<file path="src/sv/ped_pkg.sv">
// Shared types, constants and the microcode program of the polynomial derivative evaluator.
package ped_pkg;

    // Store geometry: up to eight coefficients, so degree seven at most.
    localparam int CAPACITY = 8;
    localparam int IDX_W    = 3;
    localparam int CNT_W    = 4;
    localparam logic [CNT_W-1:0] CAP_COUNT = 4'd8;
    localparam logic [IDX_W-1:0] LAST_IDX  = 3'd7;

    // Factorial scaling starts with the factor two.
    localparam logic [IDX_W-1:0] FACT_FIRST = 3'd2;

    // Arithmetic widths of the shared multiply-accumulate unit.
    localparam int VAL_W  = 48;
    localparam int OPD_W  = 32;
    localparam int HALF_W = 24;
    localparam int PROD_W = HALF_W + OPD_W;
    localparam int FULL_W = VAL_W + OPD_W;
    localparam int MAG_W  = VAL_W + 1;
    localparam int SUM_W  = VAL_W + 2;
    localparam int FRAC_W = 16;

    localparam logic [FULL_W-1:0] ROUND_HALF = 80'd32768;
    localparam logic [MAG_W-1:0]  MAG_LIMIT  = 49'h1_0000_0000_0000;
    localparam logic signed [VAL_W-1:0] MAX48 = 48'sh7FFF_FFFF_FFFF;
    localparam logic signed [VAL_W-1:0] MIN48 = 48'sh8000_0000_0000;

    // Payload of one input transaction.
    typedef struct packed {
        logic signed [31:0] coef;
        logic signed [31:0] x_point;
        logic               last_coef;
    } coef_item_t;

    // Payload of one output transaction.
    typedef struct packed {
        logic signed [47:0] deriv_value;
        logic [5:0]         deriv_order;
        logic               last_result;
        logic               overflow_flag;
    } result_item_t;

    // Datapath action of one microcode step.
    typedef enum logic [3:0] {
        ACT_IDLE,
        ACT_INIT,
        ACT_MUL_LO,
        ACT_MUL_HI,
        ACT_SUM,
        ACT_ACC_H,
        ACT_FSET,
        ACT_ACC_F,
        ACT_OSET,
        ACT_OUT,
        ACT_NOP
    } act_e;

    // Second multiplier operand: the evaluation point or the factorial factor.
    typedef enum logic {
        XSEL_POINT,
        XSEL_FACTOR
    } xsel_e;

    // Jump conditions of the sequencer.
    typedef enum logic [2:0] {
        COND_NEXT,
        COND_ALWAYS,
        COND_WAIT,
        COND_N_ZERO,
        COND_N_LT2,
        COND_H_MORE,
        COND_F_MORE,
        COND_O_MORE
    } cond_e;

    localparam int UPC_W = 4;

    // One control word.
    typedef struct packed {
        act_e              act;
        xsel_e             xsel;
        cond_e             cond;
        logic [UPC_W-1:0]  target;
    } uword_t;

    // Status flags from the datapath to the sequencer.
    typedef struct packed {
        logic start;
        logic n_zero;
        logic n_lt2;
        logic h_more;
        logic f_more;
        logic o_more;
    } status_t;

    // Microcode addresses.
    localparam logic [UPC_W-1:0] UA_IDLE = 4'd0;
    localparam logic [UPC_W-1:0] UA_INIT = 4'd1;
    localparam logic [UPC_W-1:0] UA_HLO  = 4'd2;
    localparam logic [UPC_W-1:0] UA_HHI  = 4'd3;
    localparam logic [UPC_W-1:0] UA_HSUM = 4'd4;
    localparam logic [UPC_W-1:0] UA_HACC = 4'd5;
    localparam logic [UPC_W-1:0] UA_FSET = 4'd6;
    localparam logic [UPC_W-1:0] UA_FLO  = 4'd7;
    localparam logic [UPC_W-1:0] UA_FHI  = 4'd8;
    localparam logic [UPC_W-1:0] UA_FSUM = 4'd9;
    localparam logic [UPC_W-1:0] UA_FACC = 4'd10;
    localparam logic [UPC_W-1:0] UA_OSET = 4'd11;
    localparam logic [UPC_W-1:0] UA_OUT  = 4'd12;
    localparam logic [UPC_W-1:0] UA_DONE = 4'd13;

    // The microcode program: Horner passes, factorial scaling, then result output.
    function automatic uword_t ucode(input logic [UPC_W-1:0] addr);
        uword_t w;
        case (addr)
            UA_IDLE: w = '{act: ACT_IDLE,   xsel: XSEL_POINT,  cond: COND_WAIT,   target: UA_IDLE};
            UA_INIT: w = '{act: ACT_INIT,   xsel: XSEL_POINT,  cond: COND_N_ZERO, target: UA_FSET};
            UA_HLO:  w = '{act: ACT_MUL_LO, xsel: XSEL_POINT,  cond: COND_NEXT,   target: UA_IDLE};
            UA_HHI:  w = '{act: ACT_MUL_HI, xsel: XSEL_POINT,  cond: COND_NEXT,   target: UA_IDLE};
            UA_HSUM: w = '{act: ACT_SUM,    xsel: XSEL_POINT,  cond: COND_NEXT,   target: UA_IDLE};
            UA_HACC: w = '{act: ACT_ACC_H,  xsel: XSEL_POINT,  cond: COND_H_MORE, target: UA_HLO};
            UA_FSET: w = '{act: ACT_FSET,   xsel: XSEL_FACTOR, cond: COND_N_LT2,  target: UA_OSET};
            UA_FLO:  w = '{act: ACT_MUL_LO, xsel: XSEL_FACTOR, cond: COND_NEXT,   target: UA_IDLE};
            UA_FHI:  w = '{act: ACT_MUL_HI, xsel: XSEL_FACTOR, cond: COND_NEXT,   target: UA_IDLE};
            UA_FSUM: w = '{act: ACT_SUM,    xsel: XSEL_FACTOR, cond: COND_NEXT,   target: UA_IDLE};
            UA_FACC: w = '{act: ACT_ACC_F,  xsel: XSEL_FACTOR, cond: COND_F_MORE, target: UA_FLO};
            UA_OSET: w = '{act: ACT_OSET,   xsel: XSEL_POINT,  cond: COND_NEXT,   target: UA_IDLE};
            UA_OUT:  w = '{act: ACT_OUT,    xsel: XSEL_POINT,  cond: COND_O_MORE, target: UA_OUT};
            UA_DONE: w = '{act: ACT_NOP,    xsel: XSEL_POINT,  cond: COND_ALWAYS, target: UA_IDLE};
            default: w = '{act: ACT_NOP,    xsel: XSEL_POINT,  cond: COND_ALWAYS, target: UA_IDLE};
        endcase
        return w;
    endfunction

endpackage

</file>
<file path="src/sv/ped_sequencer.sv">
// Microcode sequencer: step counter, control store and conditional jumps.
module ped_sequencer (
    input  logic             clk,
    input  logic             rst_n,
    input  ped_pkg::status_t status,
    output ped_pkg::uword_t  uw
);
    import ped_pkg::*;

    logic [UPC_W-1:0] upc_reg;
    logic [UPC_W-1:0] upc_next;
    logic             jump;

    // Fetch the control word of the current step.
    assign uw = ucode(upc_reg);

    // Evaluate the jump condition of the current step.
    always_comb
    begin
        case (uw.cond)
            COND_NEXT:   jump = 1'b0;
            COND_ALWAYS: jump = 1'b1;
            COND_WAIT:   jump = !status.start;
            COND_N_ZERO: jump = status.n_zero;
            COND_N_LT2:  jump = status.n_lt2;
            COND_H_MORE: jump = status.h_more;
            COND_F_MORE: jump = status.f_more;
            COND_O_MORE: jump = status.o_more;
            default:     jump = 1'b1;
        endcase
    end

    // Next step address.
    always_comb
    begin
        if (jump)
        begin
            upc_next = uw.target;
        end
        else
        begin
            upc_next = upc_reg + 1'b1;
        end
    end

    // Step counter.
    always_ff @(posedge clk or negedge rst_n)
    begin
        if (!rst_n)
        begin
            upc_reg <= UA_IDLE;
        end
        else
        begin
            upc_reg <= upc_next;
        end
    end

endmodule

</file>
<file path="src/sv/ped_mac.sv">
// Shared multiply, round and saturate unit for the Horner and factorial steps.
module ped_mac (
    input  logic                clk,
    input  ped_pkg::act_e       act,
    input  logic signed [47:0]  w_val,
    input  logic [31:0]         x_mag,
    input  logic                x_neg,
    input  logic signed [47:0]  addend,
    output logic signed [47:0]  result,
    output logic                sat
);
    import ped_pkg::*;

    logic              w_neg;
    logic [VAL_W-1:0]  w_mag;
    logic [HALF_W-1:0] mul_a;
    logic [PROD_W-1:0] prod;
    logic [PROD_W-1:0] prod_lo_reg;
    logic [PROD_W-1:0] prod_hi_reg;
    logic [FULL_W-1:0] full;
    logic [63:0]       mag_raw;
    logic              mag_big;
    logic [MAG_W-1:0]  mag_reg;
    logic signed [SUM_W-1:0] p_pos;
    logic signed [SUM_W-1:0] p_sgn;
    logic signed [SUM_W-1:0] sum;

    // Magnitude of the accumulator operand.
    assign w_neg = w_val[VAL_W-1];
    assign w_mag = w_neg ? $unsigned(-w_val) : $unsigned(w_val);

    // One 24 by 32 multiplier, used for the low half and then the high half.
    assign mul_a = (act == ACT_MUL_HI) ? w_mag[VAL_W-1:HALF_W] : w_mag[HALF_W-1:0];
    assign prod  = {{(PROD_W-HALF_W){1'b0}}, mul_a} * {{(PROD_W-OPD_W){1'b0}}, x_mag};

    // Join the halves, round to nearest and clamp the magnitude at 2^48.
    assign full    = {prod_hi_reg, {HALF_W{1'b0}}} + {{HALF_W{1'b0}}, prod_lo_reg} + ROUND_HALF;
    assign mag_raw = full[FULL_W-1:FRAC_W];
    assign mag_big = (|mag_raw[63:MAG_W]) || (mag_raw[MAG_W-1] && (|mag_raw[VAL_W-1:0]));

    always_ff @(posedge clk)
    begin
        if (act == ACT_MUL_LO)
        begin
            prod_lo_reg <= prod;
        end
        if (act == ACT_MUL_HI)
        begin
            prod_hi_reg <= prod;
        end
        if (act == ACT_SUM)
        begin
            mag_reg <= mag_big ? MAG_LIMIT : mag_raw[MAG_W-1:0];
        end
    end

    // Apply the sign, add the addend and saturate to 48 bits.
    assign p_pos = $signed({1'b0, mag_reg});
    assign p_sgn = (w_neg ^ x_neg) ? -p_pos : p_pos;
    assign sum   = p_sgn + {{(SUM_W-VAL_W){addend[VAL_W-1]}}, addend};
    assign sat   = (sum[SUM_W-1:VAL_W-1] != 3'b000) && (sum[SUM_W-1:VAL_W-1] != 3'b111);

    always_comb
    begin
        if (!sat)
        begin
            result = sum[VAL_W-1:0];
        end
        else if (sum[SUM_W-1])
        begin
            result = MIN48;
        end
        else
        begin
            result = MAX48;
        end
    end

endmodule

</file>
<file path="src/sv/ped_datapath.sv">
// Coefficient and accumulator stores, loop counters and the output register.
module ped_datapath (
    input  logic                  clk,
    input  logic                  rst_n,
    input  ped_pkg::uword_t       uw,
    output ped_pkg::status_t      status,
    input  logic                  coef_valid,
    output logic                  coef_ready,
    input  ped_pkg::coef_item_t   coef_item,
    output logic                  result_valid,
    input  logic                  result_ready,
    output ped_pkg::result_item_t result_item
);
    import ped_pkg::*;

    logic [CNT_W-1:0]        coef_count_reg;
    logic [CNT_W-1:0]        coef_count_next;
    logic                    overflow_seen_reg;
    logic                    overflow_seen_next;
    logic [IDX_W-1:0]        n_reg;
    logic [IDX_W-1:0]        n_next;
    logic [IDX_W-1:0]        i_reg;
    logic [IDX_W-1:0]        i_next;
    logic [IDX_W-1:0]        j_reg;
    logic [IDX_W-1:0]        j_next;
    logic [IDX_W-1:0]        f_reg;
    logic [IDX_W-1:0]        f_next;
    logic                    ovf_reg;
    logic                    ovf_next;
    logic                    out_valid_reg;
    logic                    out_valid_next;
    result_item_t            out_reg;

    logic signed [31:0]      coef_store [CAPACITY];
    logic signed [VAL_W-1:0] work_store [CAPACITY];
    logic signed [31:0]      x_reg;
    logic signed [VAL_W-1:0] prev_reg;

    logic                    accept;
    logic                    full;
    logic                    start;
    logic                    out_free;
    logic signed [VAL_W-1:0] w_cur;
    logic signed [VAL_W-1:0] coef_ext;
    logic signed [VAL_W-1:0] addend;
    logic [OPD_W-1:0]        x_mag;
    logic                    x_neg;
    logic signed [VAL_W-1:0] mac_res;
    logic                    mac_sat;

    // Input and output handshakes.
    assign coef_ready   = (uw.act == ACT_IDLE);
    assign accept       = coef_valid && coef_ready;
    assign full         = (coef_count_reg == CAP_COUNT);
    assign start        = accept && coef_item.last_coef;
    assign out_free     = !out_valid_reg || result_ready;
    assign result_valid = out_valid_reg;
    assign result_item  = out_reg;

    // Operand selection for the shared multiply-accumulate unit.
    assign w_cur    = work_store[j_reg];
    assign coef_ext = {{(VAL_W-32){coef_store[i_reg][31]}}, coef_store[i_reg]};

    always_comb
    begin
        if (uw.xsel == XSEL_FACTOR)
        begin
            x_neg = 1'b0;
            x_mag = {{(OPD_W-IDX_W-FRAC_W){1'b0}}, f_reg, {FRAC_W{1'b0}}};
        end
        else
        begin
            x_neg = x_reg[31];
            x_mag = x_reg[31] ? $unsigned(-x_reg) : $unsigned(x_reg);
        end
    end

    always_comb
    begin
        if (uw.act == ACT_ACC_F)
        begin
            addend = '0;
        end
        else if (j_reg == '0)
        begin
            addend = coef_ext;
        end
        else
        begin
            addend = prev_reg;
        end
    end

    ped_mac u_mac (
        .clk    (clk),
        .act    (uw.act),
        .w_val  (w_cur),
        .x_mag  (x_mag),
        .x_neg  (x_neg),
        .addend (addend),
        .result (mac_res),
        .sat    (mac_sat)
    );

    // Status flags for the sequencer's jumps.
    assign status.start  = start;
    assign status.n_zero = (n_reg == '0);
    assign status.n_lt2  = (n_reg < FACT_FIRST);
    assign status.h_more = !((j_reg == i_reg) && (i_reg == '0));
    assign status.f_more = !((f_reg == j_reg) && (j_reg == n_reg));
    assign status.o_more = !out_free || (j_reg != n_reg);

    // Counter and flag updates per microcode action.
    always_comb
    begin
        coef_count_next    = coef_count_reg;
        overflow_seen_next = overflow_seen_reg;
        n_next             = n_reg;
        i_next             = i_reg;
        j_next             = j_reg;
        f_next             = f_reg;
        ovf_next           = ovf_reg;
        case (uw.act)
            ACT_IDLE:
            begin
                if (accept)
                begin
                    if (!full)
                    begin
                        coef_count_next = coef_count_reg + 1'b1;
                    end
                    else
                    begin
                        overflow_seen_next = 1'b1;
                    end
                    if (coef_item.last_coef)
                    begin
                        coef_count_next    = '0;
                        overflow_seen_next = 1'b0;
                        n_next             = full ? LAST_IDX : coef_count_reg[IDX_W-1:0];
                        i_next             = full ? LAST_IDX : coef_count_reg[IDX_W-1:0];
                        ovf_next           = overflow_seen_reg || full;
                    end
                end
            end
            ACT_INIT:
            begin
                i_next = i_reg - 1'b1;
                j_next = '0;
            end
            ACT_ACC_H:
            begin
                ovf_next = ovf_reg || mac_sat;
                if (j_reg == i_reg)
                begin
                    i_next = i_reg - 1'b1;
                    j_next = '0;
                end
                else
                begin
                    j_next = j_reg + 1'b1;
                end
            end
            ACT_FSET:
            begin
                j_next = FACT_FIRST;
                f_next = FACT_FIRST;
            end
            ACT_ACC_F:
            begin
                ovf_next = ovf_reg || mac_sat;
                if (f_reg == j_reg)
                begin
                    j_next = j_reg + 1'b1;
                    f_next = FACT_FIRST;
                end
                else
                begin
                    f_next = f_reg + 1'b1;
                end
            end
            ACT_OSET:
            begin
                j_next = '0;
            end
            ACT_OUT:
            begin
                if (out_free)
                begin
                    j_next = j_reg + 1'b1;
                end
            end
            default:
            begin
            end
        endcase
    end

    // Output register valid flag.
    always_comb
    begin
        if ((uw.act == ACT_OUT) && out_free)
        begin
            out_valid_next = 1'b1;
        end
        else if (result_ready)
        begin
            out_valid_next = 1'b0;
        end
        else
        begin
            out_valid_next = out_valid_reg;
        end
    end

    // Control registers.
    always_ff @(posedge clk or negedge rst_n)
    begin
        if (!rst_n)
        begin
            coef_count_reg    <= '0;
            overflow_seen_reg <= 1'b0;
            n_reg             <= '0;
            i_reg             <= '0;
            j_reg             <= '0;
            f_reg             <= '0;
            ovf_reg           <= 1'b0;
            out_valid_reg     <= 1'b0;
        end
        else
        begin
            coef_count_reg    <= coef_count_next;
            overflow_seen_reg <= overflow_seen_next;
            n_reg             <= n_next;
            i_reg             <= i_next;
            j_reg             <= j_next;
            f_reg             <= f_next;
            ovf_reg           <= ovf_next;
            out_valid_reg     <= out_valid_next;
        end
    end

    // Coefficient store, accumulators and output payload.
    always_ff @(posedge clk)
    begin
        if (accept && !full)
        begin
            coef_store[coef_count_reg[IDX_W-1:0]] <= coef_item.coef;
        end
        if (start)
        begin
            x_reg <= coef_item.x_point;
        end
        if (uw.act == ACT_INIT)
        begin
            for (int k = 0; k < CAPACITY; k++)
            begin
                work_store[k] <= coef_ext;
            end
        end
        if ((uw.act == ACT_ACC_H) || (uw.act == ACT_ACC_F))
        begin
            work_store[j_reg] <= mac_res;
        end
        if (uw.act == ACT_ACC_H)
        begin
            prev_reg <= mac_res;
        end
        if ((uw.act == ACT_OUT) && out_free)
        begin
            out_reg.deriv_value   <= w_cur;
            out_reg.deriv_order   <= {{(6-IDX_W){1'b0}}, j_reg};
            out_reg.last_result   <= (j_reg == n_reg);
            out_reg.overflow_flag <= ovf_reg;
        end
    end

endmodule

</file>
<file path="src/sv/poly_eval_all_derivatives.sv">
// Polynomial evaluator that returns the value and every derivative at one point.
//
// Coefficients arrive lowest order first, one per transaction, signed Q16.16; the
// transaction marked last also carries the evaluation point and starts the work.
// Up to eight coefficients are kept; further ones are dropped and raise the overflow
// flag on the next evaluation. For a polynomial of degree n the block returns n+1
// results, order 0 upward, each the k-th derivative in signed Q32.16 that saturates
// and raises the flag. Coefficients are accepted one per cycle while idle. After the last
// coefficient the block accepts no more until it has issued all its results: each of the
// n*n multiply-accumulate steps (Horner passes plus factorial scaling) runs through one
// shared 24 by 32 multiplier as low product, high product, sum and accumulate, stepped by
// a microcode sequencer, and results leave at one per cycle while result_ready is high.
module poly_eval_all_derivatives (
    input  logic                  clk,
    input  logic                  rst_n,
    input  logic                  coef_valid,
    output logic                  coef_ready,
    input  ped_pkg::coef_item_t   coef_item,
    output logic                  result_valid,
    input  logic                  result_ready,
    output ped_pkg::result_item_t result_item
);
    import ped_pkg::*;

    uword_t  uw;
    status_t status;

    // Control: step counter and microcode store.
    ped_sequencer u_seq (
        .clk    (clk),
        .rst_n  (rst_n),
        .status (status),
        .uw     (uw)
    );

    // Data: stores, counters, arithmetic and output register.
    ped_datapath u_dp (
        .clk          (clk),
        .rst_n        (rst_n),
        .uw           (uw),
        .status       (status),
        .coef_valid   (coef_valid),
        .coef_ready   (coef_ready),
        .coef_item    (coef_item),
        .result_valid (result_valid),
        .result_ready (result_ready),
        .result_item  (result_item)
    );

endmodule

</file>
<file path="config.mk">
export PLATFORM = sky130hd
export DESIGN_NAME = poly_eval_all_derivatives
export DESIGN_NICKNAME = d
export VERILOG_FILES = /design/src/sv/ped_pkg.sv /design/src/sv/ped_sequencer.sv /design/src/sv/ped_mac.sv /design/src/sv/ped_datapath.sv /design/src/sv/poly_eval_all_derivatives.sv
export SDC_FILE = /design/constraint.sdc
export NUM_CORES = 2
export LEC_CHECK = 0
export BUFFER_PORTS_ARGS = -buffer_cell sky130_fd_sc_hd__clkbuf_2
export CORE_ASPECT_RATIO = 1.25
export CORE_MARGIN = 3
export CORE_UTILIZATION = 60
export DETAILED_ROUTE_END_ITERATION = 7
export PLACE_DENSITY = 0.77
export SKIP_LAST_GASP = 1
export SYNTH_ARGS = -nofsm -noshare
export SYNTH_HDL_FRONTEND = slang
export SYNTH_SLANG_ARGS = --single-unit
</file>
<file path="constraint.sdc">
create_clock -name clk -period 32.1 [get_ports clk]
set_input_delay 6.42 -clock clk [delete_from_list [all_inputs] [get_ports clk]]
set_output_delay 6.42 -clock clk [all_outputs]
set_load 0.01 [all_outputs]
</file>
==> impl_metrics.ini <==
[logic_synthesis]
synth.yosys.warnings = 0
synth_flop_cell = edfxtp_1
synth_edf_count = 919
ys_seq_area_frac = 0.383
synthMostInstantiatedCell = edfxtp_1
synth.cell_area_sq_mm = 0.0736
yosysTopAreaCell = edfxtp_1
synthesis.instances = 6911
yosys.area.top_type_share = 0.375
synth_common_cells = edfxtp_1, inv_1, fa_1
synth_seq_cells = 942
synth.area.top_cells = edfxtp_1, fa_1, ha_1
synth_cell_types = 95
syn_avg_cell_area_sq_um = 10.7
synthArstFlopShare = 0.0244

[clocking]
cts.sinks = 942
clockBufferDepth = 3
clock_latency_ns = 0.72
path_clk_slew_ns = 0.06
htreeDepth = 3
numCtsBuffers = 88
cts_resized = 0
cts_tree = built
cts_root_buffer = clkbuf_16
postCtsHoldBufs = 0
postCtsSetupBuffers = 0

[timing]
fmax_ghz = 0.0768
fin_setup_tns_ns = 0
maxSlewViolCount = 1
setup_viol = 0
hold_viol = 0
final.min_clock_period_ns = 13.03
tightest_slew_ns = 1.50
finalClockSkew_ns = 0.0621
slew_headroom = -0.0171
min_period_over_period = 0.406
grt_setup_unrepaired = no

[placed_design]
dp_cells = 8379
place_hpwl_um = 172000
port_buffers = 123
gp_congestion = 0.994

[floorplan]
core_area_sq_mm = 0.122
ioPinCount = 127
die-area_sq_mm = 0.127
start_util = 0.605
fp.dieW_um = 319
rows = 143
die_h_um = 398

[grt]
grt_overflow_total = 0
grt.total_usage = 0.378
antenna_found_initial = 4
grt_max_degree = 73
grt_pass1_vias = 58021
grt_first_pass_wirelength_um = 358000

[setup_path]
cp_data_required_time_ns = 32.52
startpoint_type = flip-flop
critPathMaxFanout = 50
critical_path_arrival_ns = 13.45
crit_path_end_kind = flip-flop
crit_type = flip-flop to flip-flop
cp-startpoint = u_dp.j_reg[0]
critPathMaxStageDelay_ns = 0.88
crit_top_cell = fa_1
r2r-start = u_dp.j_reg[0]
ff2ff_path_depth = 32
slowest_stage = a21oi_4

[drt]
dr.pass1.iters = 8
ant_nets = 0
via_per_inst = 6.68
num_vias = 57090
drt_iter0_drc = 7129
drc = 2
wl_um = 240000
routedWlPerCell_um = 28.1

[cells_and_area]
finish.net_count = 7882
area_delta_synth_final_pct = 7.44
seqCellArea_sq_mm = 0.0282
largest_register_ffs = 384
multi_input_area_sq_mm = 0.0411
fill_cells = 9468
drive_above_1_share = 0.105
postLayoutCoreUtil = 0.650
layoutNonFillerInstCount = 8542

[run]
max_cap_viol_count = 1

[worst_hold_path]
hp-start = u_dp.ovf_reg
hold_depth = 0
hold_class = flip-flop to flip-flop

[outcome]
violations = DRC, capacitance limit, slew limit
status = finished with violations
layout by cell type, fill, tap and decap left out, types with 138 or more instances in the layout:
cell,instances
a21oi_1,307
buf_4,149
edfxtp_1,919
fa_1,659
ha_1,280
inv_1,822
nand2_1,628
nor2_1,583
o21ai_0,184
o22ai_1,161
xnor2_1,138
cell families after synthesis:
| family | after synthesis | synth area share |
|---|---|---|
| simple gates | 2009 | 0.129 |
| compound gates | 1332 | 0.120 |
| buf+inv | 1229 | 0.0652 |
| flops | 942 | 0.383 |
| fa+ha+maj | 939 | 0.227 |
| xor+xnor | 231 | 0.0275 |
| mux | 228 | 0.0488 |
| other cells | 1 | 0.0000509 |
stage by stage:
step | hold WS [ns] | area, sq um | setup slack (ns)
finish | 0.467 | 79100 | 19.07
global route | 0.479 | 79100 | 18.54
CTS | 0.466 | 79100 | 19.24
detailed placement | 0.450 | 76100 | 19.28
global placement | 0.438 | 76100 | 19.60
floorplan | 0.420 | 73600 | 21.04
final cells by class:
class | count | share of cell area
flip-flops and latches | 942 | 0.356
repair buffers | 272 | 0.0219
clock inverters | 50 | 0.00840
inverters | 828 | 0.0393
multi-input cells | 4742 | 0.519
well taps | 1595 | 0.0252
diodes | 2 | 0.0000633
clock buffers | 111 | 0.0297
path summary, 6_finish.rpt:
kind	to	slack, ns
worst max-delay path	u_dp.u_mac.prod_hi_reg[49]	19.07
worst min-delay path	u_dp.result_item[0]	0.47
worst max register to register	u_dp.u_mac.prod_hi_reg[49]	19.07
worst min register to register	u_dp.result_item[0]	0.47
max in group asynchronous	u_dp.j_reg[1]	25.87
min in group asynchronous	u_dp.f_reg[1]	5.72
per-layer routing:
layer | share of wire | global-route usage | up-vias
met5 | 0.000079 | 0 | -
met4 | 0.098 | 0.294 | 2
met3 | 0.11 | 0.0921 | 1102
met2 | 0.47 | 0.621 | 3779
met1 | 0.32 | 0.426 | 28094
li1 | - | - | 24113
worst max-delay path: cells and delay by family, from the launching register on:
family	cells	cell delay, ns
simple gates	7	2.26
mux	4	1.60
buf+inv	6	1.52
flops	1	0.72
compound gates	7	2.57
fa+ha+maj	8	3.99
Power is left out: the tool's default activity adds up to more than one toggle a clock period on the data nets, which glitch-free logic cannot reach.
